$ cat src/rtl/core/c3dc_pkg.sv
package c3dc_pkg;

  localparam int MaxWidth  = 1024;
  localparam int MaxHeight = 1024;
  localparam int Planes    = 3;
  localparam int ColW      = $clog2(MaxWidth);
  localparam int RowW      = $clog2(MaxHeight);
  localparam int PixW      = 8 * Planes;
  localparam int QDepth    = 4;
  localparam int QPtrW     = $clog2(QDepth);
  localparam int SumW      = 20;
  localparam int DivSteps  = SumW;

  typedef enum logic [2:0] {
    REG_COEFF_TOP = 3'd0,
    REG_COEFF_MID = 3'd1,
    REG_COEFF_BOT = 3'd2,
    REG_DIVISOR   = 3'd3,
    REG_WIDTH     = 3'd4,
    REG_HEIGHT    = 3'd5
  } cfg_reg_t;

  typedef enum logic [1:0] {
    BK_IDLE = 2'd0,
    BK_SUM  = 2'd1,
    BK_DIV  = 2'd2,
    BK_OUT  = 2'd3
  } bk_state_t;

  typedef struct packed {
    logic [7:0] chan2;
    logic [7:0] chan1;
    logic [7:0] chan0;
  } in_word_t;

  typedef struct packed {
    logic [7:0] out0;
    logic [7:0] out1;
    logic [7:0] out2;
    logic [9:0] pix_row;
    logic [9:0] pix_col;
    logic       last;
  } out_word_t;

  // One classified window, handed from the front to the back.
  typedef struct packed {
    logic [2:0][2:0][PixW-1:0] win;  // [row][col]
    logic [9:0]                row;
    logic [9:0]                col;
    logic                      last;
  } job_t;

  typedef struct packed {
    logic [23:0] top;
    logic [23:0] mid;
    logic [23:0] bot;
    logic [7:0]  div;
  } kern_t;

endpackage

$ cat src/rtl/core/c3dc_back.sv
module c3dc_back import c3dc_pkg::*; (
  input  logic      clk,
  input  logic      rst_n,
  input  logic      job_valid,
  output logic      job_ready,
  input  job_t      job,
  input  kern_t     kern,
  output logic      out_valid,
  input  logic      out_ready,
  output out_word_t out_data
);

  // Sums one kernel row per cycle (three multipliers per plane), then
  // divides all planes with one restoring-division step per cycle.
  bk_state_t st_r, st_nxt;
  job_t      job_r;
  logic [1:0] k_r;
  logic [4:0] d_r;
  logic signed [SumW-1:0] acc_r [Planes];
  logic [SumW-1:0] q_r [Planes];
  logic [8:0]      rem_r [Planes];
  logic            neg_r [Planes];
  logic [7:0]      res_r [Planes];
  logic            ov_r;
  logic [23:0]     crow;
  logic [7:0]      dv;

  assign dv = (kern.div == 8'd0) ? 8'd1 : kern.div;

  always_comb begin
    case (k_r)
      2'd0:    crow = kern.top;
      2'd1:    crow = kern.mid;
      default: crow = kern.bot;
    endcase
  end

  always_comb begin
    st_nxt = st_r;
    case (st_r)
      BK_IDLE: if (job_valid) st_nxt = BK_SUM;
      BK_SUM:  if (k_r == 2'd2) st_nxt = (dv == 8'd1) ? BK_OUT : BK_DIV;
      BK_DIV:  if (d_r == 5'(DivSteps - 1)) st_nxt = BK_OUT;
      BK_OUT:  if (out_ready) st_nxt = BK_IDLE;
      default: st_nxt = BK_IDLE;
    endcase
  end

  assign job_ready = st_r == BK_IDLE;
  assign out_valid = st_r == BK_OUT;

  function automatic logic [7:0] clamp(input logic signed [SumW-1:0] s);
    if (s > 255) return 8'd255;
    if (s < 0) return 8'd0;
    return s[7:0];
  endfunction

  always_ff @(posedge clk) begin
    if (!rst_n) begin
      st_r <= BK_IDLE;
    end else begin
      st_r <= st_nxt;
    end
    case (st_r)
      BK_IDLE: begin
        job_r <= job;
        k_r <= 2'd0;
        for (int p = 0; p < Planes; p++) acc_r[p] <= '0;
      end
      BK_SUM: begin
        for (int p = 0; p < Planes; p++) begin
          logic signed [SumW-1:0] t;
          t = acc_r[p];
          for (int c = 0; c < 3; c++) begin
            t = t + $signed({1'b0, job_r.win[k_r][c][8*p +: 8]}) *
                    $signed(crow[8*c +: 8]);
          end
          acc_r[p] <= t;
          if (k_r == 2'd2) begin
            neg_r[p] <= t[SumW-1];
            q_r[p]   <= t[SumW-1] ? SumW'(-t) : SumW'(t);
            rem_r[p] <= '0;
            res_r[p] <= clamp(t);
          end
        end
        k_r <= k_r + 1'b1;
        d_r <= '0;
      end
      BK_DIV: begin
        for (int p = 0; p < Planes; p++) begin
          logic [8:0] r;
          logic [SumW-1:0] q;
          r = {rem_r[p][7:0], q_r[p][SumW-1]};
          q = {q_r[p][SumW-2:0], 1'b0};
          if (r >= {1'b0, dv}) begin
            r = r - {1'b0, dv};
            q[0] = 1'b1;
          end
          rem_r[p] <= r;
          q_r[p] <= q;
          if (d_r == 5'(DivSteps - 1)) begin
            if (neg_r[p]) res_r[p] <= 8'd0;
            else res_r[p] <= (q > 255) ? 8'd255 : q[7:0];
          end
        end
        d_r <= d_r + 1'b1;
      end
      default: ;
    endcase
  end

  assign out_data.out0 = res_r[0];
  assign out_data.out1 = res_r[1];
  assign out_data.out2 = res_r[2];
  assign out_data.pix_row = job_r.row;
  assign out_data.pix_col = job_r.col;
  assign out_data.last = job_r.last;

  assert property (@(posedge clk) disable iff (!rst_n) (st_r == BK_SUM) |-> k_r <= 2'd2)
    else $error("row counter out of range");
  assert property (@(posedge clk) disable iff (!rst_n)
    (out_valid && !out_ready) |=> out_valid && $stable(out_data))
    else $error("result changed while stalled");
  assert property (@(posedge clk) disable iff (!rst_n) job_ready |-> !out_valid)
    else $error("back took a job with a result pending");

endmodule

$ cat config.mk
export PLATFORM = sky130hd
export DESIGN_NAME = c3dc_back
export DESIGN_NICKNAME = d
export VERILOG_FILES = /design/src/rtl/core/c3dc_pkg.sv /design/src/rtl/core/c3dc_back.sv
export SDC_FILE = /design/constraint.sdc
export NUM_CORES = 2
export LEC_CHECK = 0
export BUFFER_PORTS_ARGS = -buffer_cell sky130_fd_sc_hd__buf_4
export CORE_ASPECT_RATIO = 0.6
export CORE_MARGIN = 5
export CORE_UTILIZATION = 43
export DETAILED_ROUTE_END_ITERATION = 10
export PLACE_DENSITY_LB_ADDON = 0.2
export SLEW_MARGIN = 20
export SYNTH_ARGS = -nofsm -noshare
export SYNTH_HDL_FRONTEND = slang
export SYNTH_SLANG_ARGS = --single-unit
export TNS_END_PERCENT = 30
$ cat constraint.sdc
create_clock -name clk -period 13.5 [get_ports clk]
set_input_delay 2.7 -clock clk [delete_from_list [all_inputs] [get_ports clk]]
set_output_delay 2.7 -clock clk [all_outputs]
set_load 0.005 [all_outputs]
==> Word-level counts from Yosys, hierarchy flattened <==
Memories as Yosys holds them, arrays and structs flattened.
Index checks and enable logic that the tools add are counted.
{ "op_classes": {"bitwise": 15, "n_eq_ne": 11, "n_addsub": 17, "n_lt_le_gt_ge": 13, "mul": 9, "reduce_logical": 6, "muxes": 117} }
{ "ops": {"columns": ["op", "count"], "rows": [
  ["two-way mux 8 bit", 28],
  ["adder 20 x 17 -> 20 bit", 9],
  ["two-way mux 20 bit", 9],
  ["multiplier 9 x 8 -> 17 bit", 9],
  ["binary-select mux 72 bit (select 2 bit)", 1],
  ["two-way mux 9 bit", 9],
  ["two-way mux 72 bit", 1],
  ["two-way mux 1 bit", 61],
  ["> comparator 20 x 8 -> 1 bit (second input constant)", 3],
  ["> comparator 20 x 9 -> 1 bit (second input constant)", 3],
  ["< comparator 20 x 1 -> 1 bit (second input constant)", 3],
  ["negation 20 bit", 3],
  ["one-hot mux 24 bit (2 select lines)", 1],
  [">= comparator 9 x 8 -> 1 bit", 3],
  ["subtractor 9 x 8 -> 9 bit", 3],
  ["OR 1 bit", 15],
  ["one-hot mux 5 bit (2 select lines)", 1],
  ["equality test 8 x 1 -> 1 bit (second input constant)", 1],
  ["logical NOT 8 bit", 1],
  ["two-way mux 2 bit", 4],
  ["one-hot mux 2 bit (4 select lines)", 1],
  ["equality test 2 bit (second input constant)", 3],
  ["inequality test 2 bit (second input constant)", 3],
  ["adder 5 x 1 -> 5 bit (second input constant)", 1],
  ["9 further kinds", 12]
]} }
{ "word_totals": {"reg_bits": 246, "ram_bits": 174, "word_cells": 208, "mem_count": 5, "output_inout_bits": 47} }
{ "mem_list": {"columns": ["name", "depth", "width", "rd", "rd_ports_with_merged_regs", "write_ports", "line_no", "text"], "rows": [
  ["acc_r", 3, 20, 3, 0, 3, "c3dc_back.sv:19", "logic signed [SumW-1:0] acc_r [Planes];"],
  ["q_r", 3, 20, 3, 0, 3, "c3dc_back.sv:20", "logic [SumW-1:0] q_r [Planes];"],
  ["rem_r", 3, 9, 3, 0, 3, "c3dc_back.sv:21", "logic [8:0] rem_r [Planes];"],
  ["res_r", 3, 8, 3, 0, 3, "c3dc_back.sv:23", "logic [7:0] res_r [Planes];"],
  ["neg_r", 3, 1, 3, 0, 3, "c3dc_back.sv:22", "logic neg_r [Planes];"]
]} }

==> Depth between registers and ports, before layout <==
{ "logic_depth": {"word_depth": 19, "depth_mapped": 38, "depth_no_buf": 30} }

==> Worst setup path after synthesis <==
No wires, ideal clock.
{ "synth_path": {"kind": "in2reg", "startpoint": "in kern[37] in the netlist's numbering", "endpoint": "mem res_r[1][3] (data pin)", "path_buffers": 3, "arrival_ns": 10.029, "stages": 26, "required_ns": 13.232, "setup_slack_ns": 3.203, "cell_sequence": "a22o_1 > a21oi_1 > clkbuf_1 > nor2_1 > fa_1 > fa_1 > inv_1 > fa_1 > inv_1 > fa_1 > fa_1 > fa_1 > inv_1 > fa_1 > inv_1 > ha_1 > clkbuf_1 > nand4_1 > o221a_1 > o31a_1 > or3_1 > mux4_2 > or4_1 > buf_2 > nor4b_1 > o22ai_1"} }
{ "synth_rtl": {"columns": ["element", "line_no", "text"], "rows": [
  ["start: declaration", "c3dc_back.sv:7", "input kern_t kern,"],
  ["end: declaration", "c3dc_back.sv:23", null]
]} }

==> impl_metrics.ini <==
[global_routing]
antenna_found_initial = 3
grt_pass1_wl_mm = 191.7
grt_pass1_vias = 31590
top_usage_layer = met1
use_met3 = 0.06376
grt_use_total = 0.2346
grt_use_met1 = 0.3530
grt-ovfl-total = 0
grt_max_degree = 72
use_met2 = 0.3448

[clock_tree]
cts_buffers = 46
clock_latency_ns = 0.61
cts_max_level = 2
clockRootBuffer = clkbuf_16
cts_sinks = 417
cts_resized = 0
clk_pin_slew_ns = 0.06
cts_tree = done
post-cts-setup-buffers = 0
hold_buffers = 0
clockBufferDepth = 3

[yosys]
synth-seq-cells = 417
syn-num-nets = 5585
ys_top_cells_by_area = edfxtp_1, fa_1, ha_1
synthCells = 4309
synth_edf_count = 415
yosysWarnings = 0
synth_most_common_cell = inv_1
syn_area_sq_mm = 0.04320
yosys_most_used_dff = edfxtp_1
yosysSeqAreaShare = 0.2894
synth_area_leader_cell = edfxtp_1
ys_top_cells_by_count = inv_1, nor2_1, fa_1
syn_avg_cell_area_sq_um = 10.02
yosys.area.top_type_share = 0.2885
synth_cell_types = 80
async_flop_share = 0

[route]
drc_errors = 0
antenna_left = 0
drtIter0Drc = 2721
drt-total-wl_mm = 126.2
vias_per_cell = 5.264
wl_per_cell_um = 21.05
firstDrtPassIters = 6
via_count = 31560

[worst_setup_path]
worstPathArrival_ns = 11.70
cp-start-kind = flop
reg2regPathDepth = 30
r2r_end = q_r[0][41]
startpoint = k_r[0]
slowest_delay_ns = 0.68
r2r_slack_ns = 2.11
r2r_start = k_r[0]
required_ns = 13.81
worst_path_max_delay_cell = clkinv_1
path_max_fanout = 36
critPathMostFrequentCell = fa_1
path_class = reg2reg
end_kind = flop

[floorplanning]
ios = 368
die_w_um = 419.2
core_sq_mm = 0.1001
start_util = 0.4315
fp.dieH_um = 255.5
core.rowCount = 90
die-area_sq_mm = 0.1071

[placement]
io_buffers = 367
dp_hpwl_mm = 105.0
gp_congestion = 0.9317
place_inst = 5910

[sta]
slew_viol_final = 0
period_minus_slack_ns = 11.39
final-hold-violation-count = 0
rsz0062_at_grt = no
hold_slack_ns = 0.5577
tightest_slew_ns = 1.125
finalClockSkew_ns = 0.01437
slew-limit-headroom = 0.2483
period_share = 0.8435
fin_setup_tns_ns = 0
setup_viol = 0
fmax_ghz = 0.08781

[layout]
finalNonFillerCells = 5995
final_layout_size_suffix_gt1_frac = 0.1217
final_nets = 5901
area_delta_synth_final_pct = 13.49
fillers = 9323

[min_path]
min_to = k_r[0]
holdPathStages = 1
hold_path_startpoint = k_r[0]
hold_path.class = reg2reg

[run_status]
status = complete, no violations

[job]
cap_viol_max_count = 0
worst max-delay path by stage:
stage / cells past startpoint / slack, ns / to
floorplan: 26 / 3.20 / res_r[1][3]
global placement: 26 / 1.94 / q_r[0][41]
detailed placement: 26 / 1.88 / q_r[0][41]
CTS: 30 / 2.33 / q_r[0][41]
global route: 30 / 1.64 / q_r[0][41]
finish: 30 / 2.11 / q_r[0][41]
area by class of cell:
class                      instances  area, sq um  area share
tap                             1334         1669     0.03404
antenna                            2        5.005   0.0001021
timing repair buffer             432         3243     0.06615
clock inverter                    28        262.8    0.005359
clock buffer                      54         1232     0.02514
inverter                         843         3164     0.06454
sequential                       417        12500      0.2550
multi-input combinational       2885        26950      0.5497
logic make-up (layout without fill, tap and decap cells):
family / Yosys count / after routing / synth area share
simple gates: 1217 / 1217 / 0.1272
buf+inv: 1007 / 1357 / 0.08936
fa+ha+maj: 955 / 955 / 0.3727
compound gates: 541 / 541 / 0.08284
flops: 417 / 417 / 0.2894
mux: 102 / 102 / 0.02424
xor+xnor: 70 / 70 / 0.01419
other cells: 0 / 2 / 0
stage by stage:
| step | util | cell area, sq um | setup slack, ns |
|---|---|---|---|
| 2_1_floorplan | - | 43200 | 3.203 |
| 3_3_place_gp | 0.4746 | 47510 | 1.937 |
| 3_5_place_dp | 0.4746 | 47510 | 1.877 |
| 4_1_cts | 0.4895 | 49010 | 2.332 |
| 5_1_grt | 0.4897 | 49020 | 1.638 |
| 6_report | 0.4897 | 49030 | 2.112 |
registers in the layout, indices dropped and copies added, names as in the netlist:
name and flops:
acc_r 60, d_r 5, job_r 216, k_r 2
neg_r 3, out_data 21, q_r 60, rem_r 24
res_r 24, st_r 2
layout by cell type (no fill, tap or decap), types with 53 or more instances in the layout:
cell type  count
nor2_1       555
fa_1         553
a21o_1        99
inv_1        838
mux2i_1       90
and2_1        53
edfxtp_1     415
a21oi_1      135
o21ai_0       66
nand2_1      278
ha_1         399
buf_4        432
layer usage:
layer / vias to the layer above / wire length (um) / part of all wire
li1: 14690 / - / -
met3: 107 / 11670 / 0.092
met5: - / 0 / 0
met1: 15720 / 57850 / 0.46
met2: 1037 / 54850 / 0.43
met4: 0 / 1849 / 0.015
critical path, delay by kind of cell, from the launching register on:
family / cells / cell delay [ns]
flops: 1 / 0.34
buf+inv: 10 / 2.92
compound gates: 6 / 2.15
fa+ha+maj: 9 / 4.05
xor+xnor: 1 / 0.17
mux: 1 / 0.21
simple gates: 3 / 1.17
Power is left out: the tool's default activity adds up to more than one toggle a clock period on the data nets, which glitch-free logic cannot reach.
