==> src/rtl/core/c3dc_pkg.sv <==
package c3dc_pkg;

  localparam int MaxWidth  = 1024;
  localparam int MaxHeight = 1024;
  localparam int Planes    = 3;
  localparam int ColW      = $clog2(MaxWidth);
  localparam int RowW      = $clog2(MaxHeight);
  localparam int PixW      = 8 * Planes;
  localparam int QDepth    = 4;
  localparam int QPtrW     = $clog2(QDepth);
  localparam int SumW      = 20;
  localparam int DivSteps  = SumW;

  typedef enum logic [2:0] {
    REG_COEFF_TOP = 3'd0,
    REG_COEFF_MID = 3'd1,
    REG_COEFF_BOT = 3'd2,
    REG_DIVISOR   = 3'd3,
    REG_WIDTH     = 3'd4,
    REG_HEIGHT    = 3'd5
  } cfg_reg_t;

  typedef enum logic [1:0] {
    BK_IDLE = 2'd0,
    BK_SUM  = 2'd1,
    BK_DIV  = 2'd2,
    BK_OUT  = 2'd3
  } bk_state_t;

  typedef struct packed {
    logic [7:0] chan2;
    logic [7:0] chan1;
    logic [7:0] chan0;
  } in_word_t;

  typedef struct packed {
    logic [7:0] out0;
    logic [7:0] out1;
    logic [7:0] out2;
    logic [9:0] pix_row;
    logic [9:0] pix_col;
    logic       last;
  } out_word_t;

  // One classified window, handed from the front to the back.
  typedef struct packed {
    logic [2:0][2:0][PixW-1:0] win;  // [row][col]
    logic [9:0]                row;
    logic [9:0]                col;
    logic                      last;
  } job_t;

  typedef struct packed {
    logic [23:0] top;
    logic [23:0] mid;
    logic [23:0] bot;
    logic [7:0]  div;
  } kern_t;

endpackage

==> src/rtl/core/c3dc_queue.sv <==
module c3dc_queue import c3dc_pkg::*; (
  input  logic clk,
  input  logic rst_n,
  input  logic push_valid,
  output logic push_ready,
  input  job_t push_job,
  output logic pop_valid,
  input  logic pop_ready,
  output job_t pop_job
);

  job_t           q_r [QDepth];
  logic [QPtrW-1:0] wp_r, rp_r;
  logic [QPtrW:0]   cnt_r;
  logic push, pop;

  assign push_ready = cnt_r != (QPtrW+1)'(QDepth);
  assign pop_valid  = cnt_r != '0;
  assign push = push_valid && push_ready;
  assign pop  = pop_valid && pop_ready;
  assign pop_job = q_r[rp_r];

  always_ff @(posedge clk) begin
    if (push) q_r[wp_r] <= push_job;
    if (!rst_n) begin
      wp_r <= '0;
      rp_r <= '0;
      cnt_r <= '0;
    end else begin
      if (push) wp_r <= wp_r + 1'b1;
      if (pop)  rp_r <= rp_r + 1'b1;
      cnt_r <= cnt_r + (QPtrW+1)'(push) - (QPtrW+1)'(pop);
    end
  end

  assert property (@(posedge clk) disable iff (!rst_n) cnt_r <= (QPtrW+1)'(QDepth))
    else $error("queue overflow");
  assert property (@(posedge clk) disable iff (!rst_n)
    (push && !pop) |=> cnt_r == $past(cnt_r) + 1'b1)
    else $error("queue count slip");
  assert property (@(posedge clk) disable iff (!rst_n) (cnt_r == '0) |-> !pop)
    else $error("queue underflow");

endmodule

==> config.mk <==
export PLATFORM = sky130hd
export DESIGN_NAME = c3dc_queue
export DESIGN_NICKNAME = d
export VERILOG_FILES = /design/src/rtl/core/c3dc_pkg.sv /design/src/rtl/core/c3dc_queue.sv
export SDC_FILE = /design/constraint.sdc
export NUM_CORES = 1
export LEC_CHECK = 0
export ABC_AREA = 1
export BUFFER_PORTS_ARGS = -buffer_cell sky130_fd_sc_hd__clkbuf_2
export CAP_MARGIN = 20
export CORE_MARGIN = 2
export CORE_UTILIZATION = 40
export CTS_BUF_LIST = sky130_fd_sc_hd__clkbuf_8
export CTS_CLUSTER_SIZE = 12
export DETAILED_ROUTE_END_ITERATION = 12
export GPL_ROUTABILITY_DRIVEN = 0
export HOLD_SLACK_MARGIN = 0.03
export PLACE_DENSITY = 0.56
export SLEW_MARGIN = 20
export SYNTH_ARGS = -nofsm -noshare
export SYNTH_HDL_FRONTEND = slang
export SYNTH_SLANG_ARGS = --single-unit
==> constraint.sdc <==
create_clock -name clk -period 15.65 [get_ports clk]
set_clock_uncertainty 0.15 [all_clocks]
set_input_delay 3.13 -clock clk [delete_from_list [all_inputs] [get_ports clk]]
set_output_delay 3.13 -clock clk [all_outputs]
set_load 0.02 [all_outputs]
# Yosys cells after proc, flatten, opt, wreduce, memory -nomap -nowiden
# Memory sizes are Yosys's and may differ from the RTL's. A register that Yosys moved wholly into a read port is not among the register bits.
# Cells that the tools add are included.
word_totals:
  ff_bits: 7
  ram_bits: 948
  input_bits: 241
  out_inout_bits: 239
  word_cells: 16
  n_memories: 1
classes:
  add_sub_neg: 4
  eq_ne: 1
  muxes: 4
  reduce_logical: 3
mem_list:
  columns: ["name", "words", "width", "rd", "rd_ports_with_merged_regs", "wr", "line", "text"]
  rows:
  - ["q_r", 4, 237, 1, 1, 1, "c3dc_queue.sv:12", "job_t q_r [QDepth];"]
op_table:
  columns: ["operator", "n"]
  rows:
  - ["$add 2x1->2 const B", 2]
  - ["$mux 2", 2]
  - ["$add 3x1->3", 1]
  - ["$ne 3x3->1 const B", 1]
  - ["$reduce_bool 3->1", 1]
  - ["$sub 3x1->3", 1]
  - ["$logic_and 1x1->1", 2]
  - ["$mux 1", 2]

# Logic depth before layout (Yosys ltp)
# Gate-level depths: netlist (run 1).
logic_depth:
  word_depth: 4
  ltp_mapped: 10
  depth_no_buf: 10

# Worst setup path before layout (run 1)
# No wires, ideal clock.
synth_path:
  path_kind: "input to register"
  from: "in push_valid"
  to: "mem q_r[0][0] in the netlist's numbering, enable pin"
  setup_time_ns: 0.840
  t_arrival_ns: 13.078
  required_time_ns: 14.660
  setup_slack_ns: 1.582
  stages: 2
  n_path_buf: 0
  cell_sequence: "nand2_1 > nor2_1"
synth_via:
  elab_chain_len: 3
synth_lines:
  columns: ["item", "line", "text"]
  rows:
  - ["from (decl)", "c3dc_queue.sv:4", "input logic push_valid,"]
  - ["$logic_and 1x1->1", "c3dc_queue.sv:19", "assign push = push_valid && push_ready;"]
  - ["$mux 1", "c3dc_queue.sv:24", "if (push) q_r[wp_r] <= push_job;"]
  - ["$mux 1 (not written as such)", "c3dc_queue.sv:24", null]
  - ["to (decl)", "c3dc_queue.sv:12", null]
# Every way passes these cells.

==> flow_summary.json, run 1 <==
{
  "ys_seq_elements": 957,
  "synth_top_family_by_area": "compound AO/OA/AOI/OAI gates",
  "layout-drive-gt1-share": 0.236,
  "min_from": "rp_r[0]$_SDFFE_PN0P_",
  "hold_viol_final": 0,
  "ios": 480,
  "cp.required_ns": 12.37,
  "min_to": "rp_r[0]$_SDFFE_PN0P_",
  "synth.net_count": 2605,
  "min_delay_path_depth": 2,
  "cts_tree": "done",
  "gr-usage-all-layers": 0.181,
  "cts_num_sinks": 957,
  "reg2reg_from": "cnt_r[1]$_SDFF_PN0_",
  "clock_latency_ns": 0.81,
  "htree_num_levels": 4,
  "hold_path.class": "flip-flop to flip-flop",
  "leakage_nw": 14.6,
  "synth-main-ff-cell": "edfxtp_1",
  "synth.most_common_cell": "edfxtp_1",
  "synth_area_um2": 35400,
  "synth_commonest_cells": "edfxtp_1 (948), nor2_1 (486), o21ai_0 (406)",
  "routedWlPerCell_um": 20.3,
  "area_growth_pct": 17.4,
  "yosys_warnings": 0,
  "first_global_vias": 21300,
  "cts-root-buf": "clkbuf_8",
  "cts_hold_buffers": 0,
  "crit_fanout": 206,
  "fp.coreArea_um2": 88100,
  "grt_max_degree": 207,
  "hold_ws_ns": 0.344,
  "drtPass1Iterations": 5,
  "drtIter0Drc": 1505,
  "outcome": "finished, final reports clean",
  "setup_viol": 0,
  "vias": 21400,
  "ys_types": 19,
  "synth_fa_ha_area_frac": 0.00269,
  "nets": 3111,
  "netlist_instances": 2357,
  "rsz0062_at_grt": "false",
  "synth_edf_count": 948,
  "power.density_nw_per_um2": 165,
  "crit_arrival_ns": 5.04,
  "period_minus_slack_ns": 8.32,
  "grt_overflow": 0,
  "grt_pass1_wl_mm": 125,
  "power_mw": 6.87,
  "placed_cell_area_um2": 38700,
  "die_area_um2": 90900,
  "avgViaCountPerCell": 5.15,
  "synth-simple-area-share": 0.0533,
  "fp.dieH_um": 301,
  "initial_core_util": 0.402,
  "drcViolationCount": 0,
  "yosysTopAreaCellShare": 0.804,
  "numCtsBuffers": 155,
  "setup_tns_ns": 0,
  "cts_buffer_depth": 3,
  "finalMaxSlewViolations": 0,
  "final_antenna_net_count": 0,
  "ys_seq_area_frac": 0.809,
  "worst_r2r_path_depth": 7,
  "muxShareOfSynthArea": 0,
  "die_w_um": 301,
  "post_cts_buffers": 0,
  "rows": 109,
  "maxCapViolCount": 0,
  "cts_resized": 0,
  "period_share": 0.532,
  "worst_pin_slew_ns": 1.07,
  "synth_top_area_cell": "edfxtp_1",
  "ys_async_sr_fraction": 0,
  "crit_type": "flip-flop to output pin",
  "port_buffers": 479,
  "r2r-end": "q_r[3][107]$_DFFE_PP_",
  "hpwl_mm": 47.7,
  "finalInstanceArea_um2": 41600,
  "ff2ff_setup_slack_ns": 10.98,
  "antenna_found_initial": 18,
  "synth.area.top_cells": "edfxtp_1 (80%), o21ai_0 (5.7%), nor2_1 (5.2%), o22ai_1 (4.2%), o21ai_1 (0.98%)",
  "startpoint_type": "flip-flop",
  "slew-limit-headroom": 0.287,
  "max_freq_mhz": 120,
  "syn-mean-instance-area_um2": 15.0,
  "synth-xor-area-share": 0,
  "path_clk_slew_ns": 0.06,
  "irDropWorstVdd_v": 0.000123,
  "synth_compound_area_frac": 0.110,
  "wl_mm": 84.3,
  "worst_setup_path_end_kind": "output pin"
}
placed cells by master, fill, tap and decap left out, types with 11 or more instances in the layout:
cell,synthesis,layout
buf_4,12,26
clkbuf_2,4,479
edfxtp_1,948,948
clkinv_1,0,41
o21ai_0,406,406
clkbuf_8,0,159
o22ai_1,237,237
nor2_1,486,482
inv_1,15,55
nand2_1,13,13
o21ai_1,69,69
clkinv_2,0,11
state kept, by name, indices dropped and copies added (netlist names), named ones only:
| register | cells |
|---|---|
| cnt_r | 3 |
| q_r | 948 |
| rp_r | 2 |
| wp_r | 2 |
how the worst max path moves through the flow:
stage / slack (ns) / cells after the start / to / start
2_1_floorplan: 1.58 / 2 / q_r[0][0]$_DFFE_PP_ / push_valid
3_3_place_gp: 8.13 / 6 / pop_job[154] / flip-flop
3_5_place_dp: 8.03 / 6 / pop_job[164] / flip-flop
4_1_cts: 7.11 / 6 / pop_job[164] / flip-flop
5_1_grt: 6.82 / 6 / pop_job[154] / flip-flop
6_report: 7.33 / 6 / pop_job[164] / flip-flop
critical path: stages (launching register included):
cell and delay [ns]:
dfxtp_4 0.86, buf_12 0.62, buf_4 0.82, buf_4 0.89, o21ai_0 0.24, o22ai_1 0.31, clkbuf_2 0.23
report_power, final:
| part | total (mW) | leakage, nW | switching [mW] | internal, mW |
|---|---|---|---|---|
| combinational | 1.68 | 4.23 | 1.25 | 0.432 |
| clock | 1.99 | 1.60 | 0.952 | 1.04 |
| sequential | 3.20 | 8.76 | 0.0738 | 3.12 |
per-layer routing:
layer	track usage	routed length, µm	vias to the layer above	part of all wire
met5	0	135	-	0.0016
met4	0.0652	1940	20	0.023
met3	0.0687	7320	157	0.087
met2	0.297	41300	619	0.49
met1	0.219	33600	10600	0.40
li1	-	-	9991	-
cell type report:
type / instances / area, µm²
clock inverter: 110 / 659
tap: 1165 / 1460
antenna: 8 / 20.0
timing repair buffer: 506 / 2610
clock buffer: 159 / 2190
inverter: 16 / 77.6
multi-input combinational: 1227 / 5910
fill: 7785 / 46500
sequential: 957 / 28700
stage by stage:
stage / worst slack [ns] / utilization / std cells
2_1_floorplan: 1.58 / - / 2357
3_3_place_gp: 8.13 / 0.439 / 3871
3_5_place_dp: 8.03 / 0.439 / 3871
4_1_cts: 7.11 / 0.472 / 4140
5_1_grt: 6.82 / 0.472 / 4145
6_report: 7.33 / 0.472 / 4148
kinds of logic (layout without fill, tap and decap cells):
| kind of cell | after synthesis | in the layout |
|---|---|---|
| compound gates | 718 | 718 |
| simple gates | 502 | 502 |
| flops | 957 | 957 |
| other cells | 0 | 8 |
| buf+inv | 173 | 791 |
| fa+ha+maj | 7 | 7 |
No activity file was read; power rests on OpenSTA's default activity.
==> inputs of run 2 (changes only) <==
- clock period: 15.65 -> 8.46 ns (I/O delays scaled with it)
==> flow_summary.json, run 2 (synthesis results as in run 1) <==
{
  "grt_max_degree": 202,
  "crit_arrival_ns": 3.75,
  "port_buffers": 479,
  "drcViolationCount": 0,
  "multiInputGateArea_um2": 5910,
  "initial_core_util": 0.402,
  "slew-limit-headroom": 0.260,
  "largest_register": "q_r",
  "path_clk_slew_ns": 0.06,
  "dpl_worst_slack_ns": 3.64,
  "outcome": "finished, final reports clean",
  "ios": 480,
  "hold_viol_final": 0,
  "min_to": "rp_r[0]$_SDFFE_PN0P_",
  "wl_mm": 84.4,
  "final_antenna_net_count": 0,
  "htree_num_levels": 4,
  "min_from": "rp_r[0]$_SDFFE_PN0P_",
  "pwr-share-comb": 0.248,
  "ff2ff_setup_slack_ns": 5.56,
  "clock_latency_ns": 0.80,
  "finalWorstSetupSlack_ns": 2.87,
  "worst_setup_path_end_kind": "output pin",
  "fp.coreArea_um2": 88100,
  "r2r-end": "q_r[3][101]$_DFFE_PP_",
  "clkPwrFrac": 0.284,
  "p_switching_mw": 4.20,
  "cts_tree": "done",
  "crit_fanout": 69,
  "hold_path.class": "flip-flop to flip-flop",
  "grt_pass1_wl_mm": 125,
  "drtPass1Iterations": 5,
  "rsz0062_at_grt": "false",
  "power_mw": 12.6,
  "post_cts_buffers": 0,
  "min_delay_path_depth": 2,
  "startpoint_type": "flip-flop",
  "avgViaCountPerCell": 5.23,
  "cts-root-buf": "clkbuf_8",
  "reg2reg_from": "cnt_r[1]$_SDFF_PN0_",
  "drtIter0Drc": 1282,
  "vias": 21600,
  "irDropWorstVdd_v": 0.000220,
  "setup_tns_ns": 0,
  "seq_area_um2": 28700,
  "numCtsBuffers": 154,
  "finalMaxSlewViolations": 0,
  "area_growth_pct": 17.4,
  "cts_num_sinks": 957,
  "worst_pin_slew_ns": 1.11,
  "antenna_found_initial": 18,
  "gr-usage-all-layers": 0.181,
  "power_frac_seq": 0.468,
  "cts_buffer_depth": 3,
  "fp.dieH_um": 301,
  "largest_reg_flops": 948,
  "leakage_nw": 14.6,
  "layout-drive-gt1-share": 0.234,
  "rows": 109,
  "maxCapViolCount": 0,
  "routedWlPerCell_um": 20.4,
  "max_freq_mhz": 179,
  "nets": 3101,
  "fill_cells": 7769,
  "final_cell_mix": "edfxtp_1 (948), nor2_1 (482), clkbuf_2 (479), o21ai_0 (406), o22ai_1 (237)",
  "cp.required_ns": 6.62,
  "first_global_vias": 21300,
  "cts_resized": 0,
  "swShare": 0.333,
  "hpwl_mm": 46.2,
  "grt_overflow": 0,
  "layout_commonest_cell": "edfxtp_1",
  "power.density_nw_per_um2": 304,
  "largest_registers": "q_r x948, cnt_r x3",
  "period_share": 0.661,
  "period_minus_slack_ns": 5.59,
  "setup_viol": 0,
  "crit_type": "flip-flop to output pin",
  "die_w_um": 301,
  "cts_hold_buffers": 0,
  "die_area_um2": 90900,
  "p_int_mw": 8.42,
  "worst_r2r_path_depth": 5
}
## run 2: cell types whose count changed in the layout (fill, tap and decap cells not counted), moves of 3 or more
| cell | previous run | this run |
|---|---|---|
| clkinv_2 | 11 | 17 |
| clkinv_1 | 41 | 28 |
| bufinv_16 | 6 | 3 |
| buf_12 | 1 | 12 |
| buf_4 | 26 | 6 |
| inv_1 | 55 | 62 |
## run 2: layer usage
layer / part of all wire / vias to the layer above / global-route usage
li1: - / 9963 / -
met1: 0.41 / 10800 / 0.224
met2: 0.48 / 661 / 0.291
met3: 0.087 / 169 / 0.0667
met4: 0.023 / 24 / 0.0660
met5: 0.0018 / - / 0
## run 2: cell type report
type / count / share of cell area
Sequential cell: 957 / 0.690
Timing Repair Buffer: 497 / 0.0646
Inverter: 16 / 0.00187
Clock buffer: 158 / 0.0523
Antenna cell: 8 / 0.000482
Multi-Input combinational cell: 1227 / 0.142
Clock inverter: 107 / 0.0138
Tap cell: 1165 / 0.0351
## run 2: worst max-delay path by stage
stage	from	endpoint	slack, ns	cells after the start
finish	flip-flop	pop_job[105]	2.87	5
global route	flip-flop	pop_job[105]	2.54	5
CTS	flip-flop	pop_job[105]	2.70	5
detailed placement	flip-flop	pop_job[173]	3.64	5
global placement	flip-flop	pop_job[173]	3.72	5
floorplan	push_valid	q_r[0][0]$_DFFE_PP_	-0.19	2
## run 2: through the flow
step	hold WS, ns	instances	utilization	instance area [µm²]
final	0.356	4135	0.472	41500
after detailed placement	0.352	3862	0.440	38800
after CTS	0.368	4127	0.471	41500
after floorplan	0.298	2357	-	35400
after global routing	0.401	4131	0.471	41500
after global placement	0.309	3862	0.440	38800
## run 2: critical path: stages (launching register included)
cell and delay (ns):
dfxtp_4 0.74, buf_4 0.68, buf_4 0.69, o21ai_0 0.22
o22ai_1 0.25, clkbuf_2 0.21
## run 2: power groups by stage
stage | Clock, mW | Combinational, mW | Sequential (mW)
after floorplan | 0 | 2.03 | 6.06
after global placement | 0 | 3.14 | 5.99
after detailed placement | 0 | 3.18 | 6.00
after CTS | 3.70 | 3.18 | 5.91
after global routing | 3.89 | 3.41 | 5.94
final | 3.59 | 3.13 | 5.91
==> inputs of run 3 (changes only) <==
- PLACE_DENSITY: 0.56 -> 0.58
- clock period: 8.46 -> 5.1 ns (I/O delays scaled with it)
==> flow_summary.json, run 3 (synthesis results as in run 1) <==
{
  "first_global_vias": 21600,
  "ff2ff_setup_slack_ns": 2.66,
  "finalWorstSetupSlack_ns": 0.847,
  "irDropWorstVdd_v": 0.000363,
  "final_cell_mix": "edfxtp_1 (948), nor2_1 (482), clkbuf_2 (479), o21ai_0 (406), o22ai_1 (237)",
  "initial_core_util": 0.402,
  "worst_pin_slew_ns": 1.23,
  "rsz0062_at_grt": "false",
  "cts_resized": 0,
  "cp.required_ns": 3.93,
  "cts_hold_buffers": 0,
  "grt_max_degree": 211,
  "power.density_nw_per_um2": 502,
  "crit_type": "flip-flop to output pin",
  "hold_viol_final": 0,
  "use_met3": 0.0703,
  "post_cts_buffers": 0,
  "placed_cell_area_um2": 39100,
  "die_area_um2": 90900,
  "cts_buffer_depth": 3,
  "layout-drive-gt1-share": 0.237,
  "worst_r2r_path_depth": 6,
  "port_buffers": 479,
  "period_minus_slack_ns": 4.25,
  "setup_viol": 0,
  "final_antenna_net_count": 0,
  "vias": 21900,
  "drtPass1Iterations": 5,
  "period_share": 0.834,
  "drtIter0Drc": 1497,
  "hpwl_mm": 49.1,
  "setup_tns_ns": 0,
  "clock_latency_ns": 0.79,
  "layout_commonest_cell": "edfxtp_1",
  "avgViaCountPerCell": 5.27,
  "grt_use_met1": 0.230,
  "maxCapViolCount": 0,
  "endpoint": "pop_job[69]",
  "fp.coreArea_um2": 88100,
  "nets": 3125,
  "gr-usage-all-layers": 0.185,
  "startpoint_type": "flip-flop",
  "hold_ws_ns": 0.270,
  "antenna_found_initial": 19,
  "crit_fanout": 85,
  "r2r-end": "q_r[0][83]$_DFFE_PP_",
  "cts-root-buf": "clkbuf_8",
  "largest_reg_flops": 948,
  "largest_registers": "q_r x948, cnt_r x3",
  "wl_mm": 86.2,
  "die_w_um": 301,
  "cts_tree": "done",
  "rows": 109,
  "crit_arrival_ns": 3.08,
  "fp.dieH_um": 301,
  "ios": 480,
  "drcViolationCount": 0,
  "routedWlPerCell_um": 20.8,
  "htree_num_levels": 4,
  "numCtsBuffers": 155,
  "path_clk_slew_ns": 0.06,
  "grt_pass1_wl_mm": 128,
  "hold_path.class": "input pin to flip-flop",
  "cts_num_sinks": 957,
  "worst_setup_path_end_kind": "output pin",
  "grt_busiest_layer": "met2",
  "finalInstanceArea_um2": 41800,
  "reg2reg_from": "cnt_r[1]$_SDFF_PN0_",
  "finalMaxSlewViolations": 0,
  "dpl_worst_slack_ns": 1.67,
  "leakage_nw": 14.7,
  "slew-limit-headroom": 0.183,
  "largest_register": "q_r",
  "utilization": 0.474,
  "area_growth_pct": 18.1,
  "grt_overflow": 0,
  "outcome": "finished, final reports clean",
  "max_freq_mhz": 235,
  "grtUsageMet2": 0.295
}
-- run 3: power by group --
| group | internal [mW] | total (mW) | switching (mW) | leakage, nW |
|---|---|---|---|---|
| Clock | 2.95 | 5.83 | 2.89 | 1.58 |
| Combinational | 1.46 | 5.40 | 3.94 | 4.38 |
| Sequential | 9.57 | 9.77 | 0.191 | 8.76 |
-- run 3: how the worst min path moves through the flow --
stage / start / endpoint / depth (start not counted)
6_report: push_job[160] / q_r[0][160]$_DFFE_PP_ / 1
5_1_grt: push_job[175] / q_r[3][175]$_DFFE_PP_ / 1
4_1_cts: push_job[188] / q_r[1][188]$_DFFE_PP_ / 1
3_5_place_dp: rp_r[0]$_SDFFE_PN0P_ / rp_r[0]$_SDFFE_PN0P_ / 2
3_3_place_gp: rp_r[0]$_SDFFE_PN0P_ / rp_r[0]$_SDFFE_PN0P_ / 2
2_1_floorplan: rp_r[0]$_SDFFE_PN0P_ / flip-flop / 2
-- run 3: layout make-up --
class / count / area (µm²)
sequential: 957 / 28700
timing repair buffer: 520 / 2990
antenna: 5 / 12.5
clock buffer: 157 / 2160
multi-input combinational: 1227 / 5920
tap: 1165 / 1460
inverter: 16 / 77.6
fill: 7773 / 46300
clock inverter: 101 / 519
-- run 3: per-layer routing --
layer  up-vias  part of all wire
li1      10000                 -
met1     10900              0.40
met2       726              0.48
met3       174             0.092
met4        28             0.026
met5         -            0.0021
-- run 3: worst max-delay path: stages (launching register included) --
cell and delay (ns):
dfxtp_4 0.48, inv_6 0.65, buf_4 0.48, o21ai_0 0.19, o22ai_1 0.17, clkbuf_2 0.20
-- run 3: metrics by stage --
stage / instances / total power [mW]
floorplan: 2357 / 13.3
global placement: 3884 / 15.3
detailed placement: 3885 / 15.4
CTS: 4143 / 21.3
global route: 4146 / 22.0
finish: 4148 / 21.0
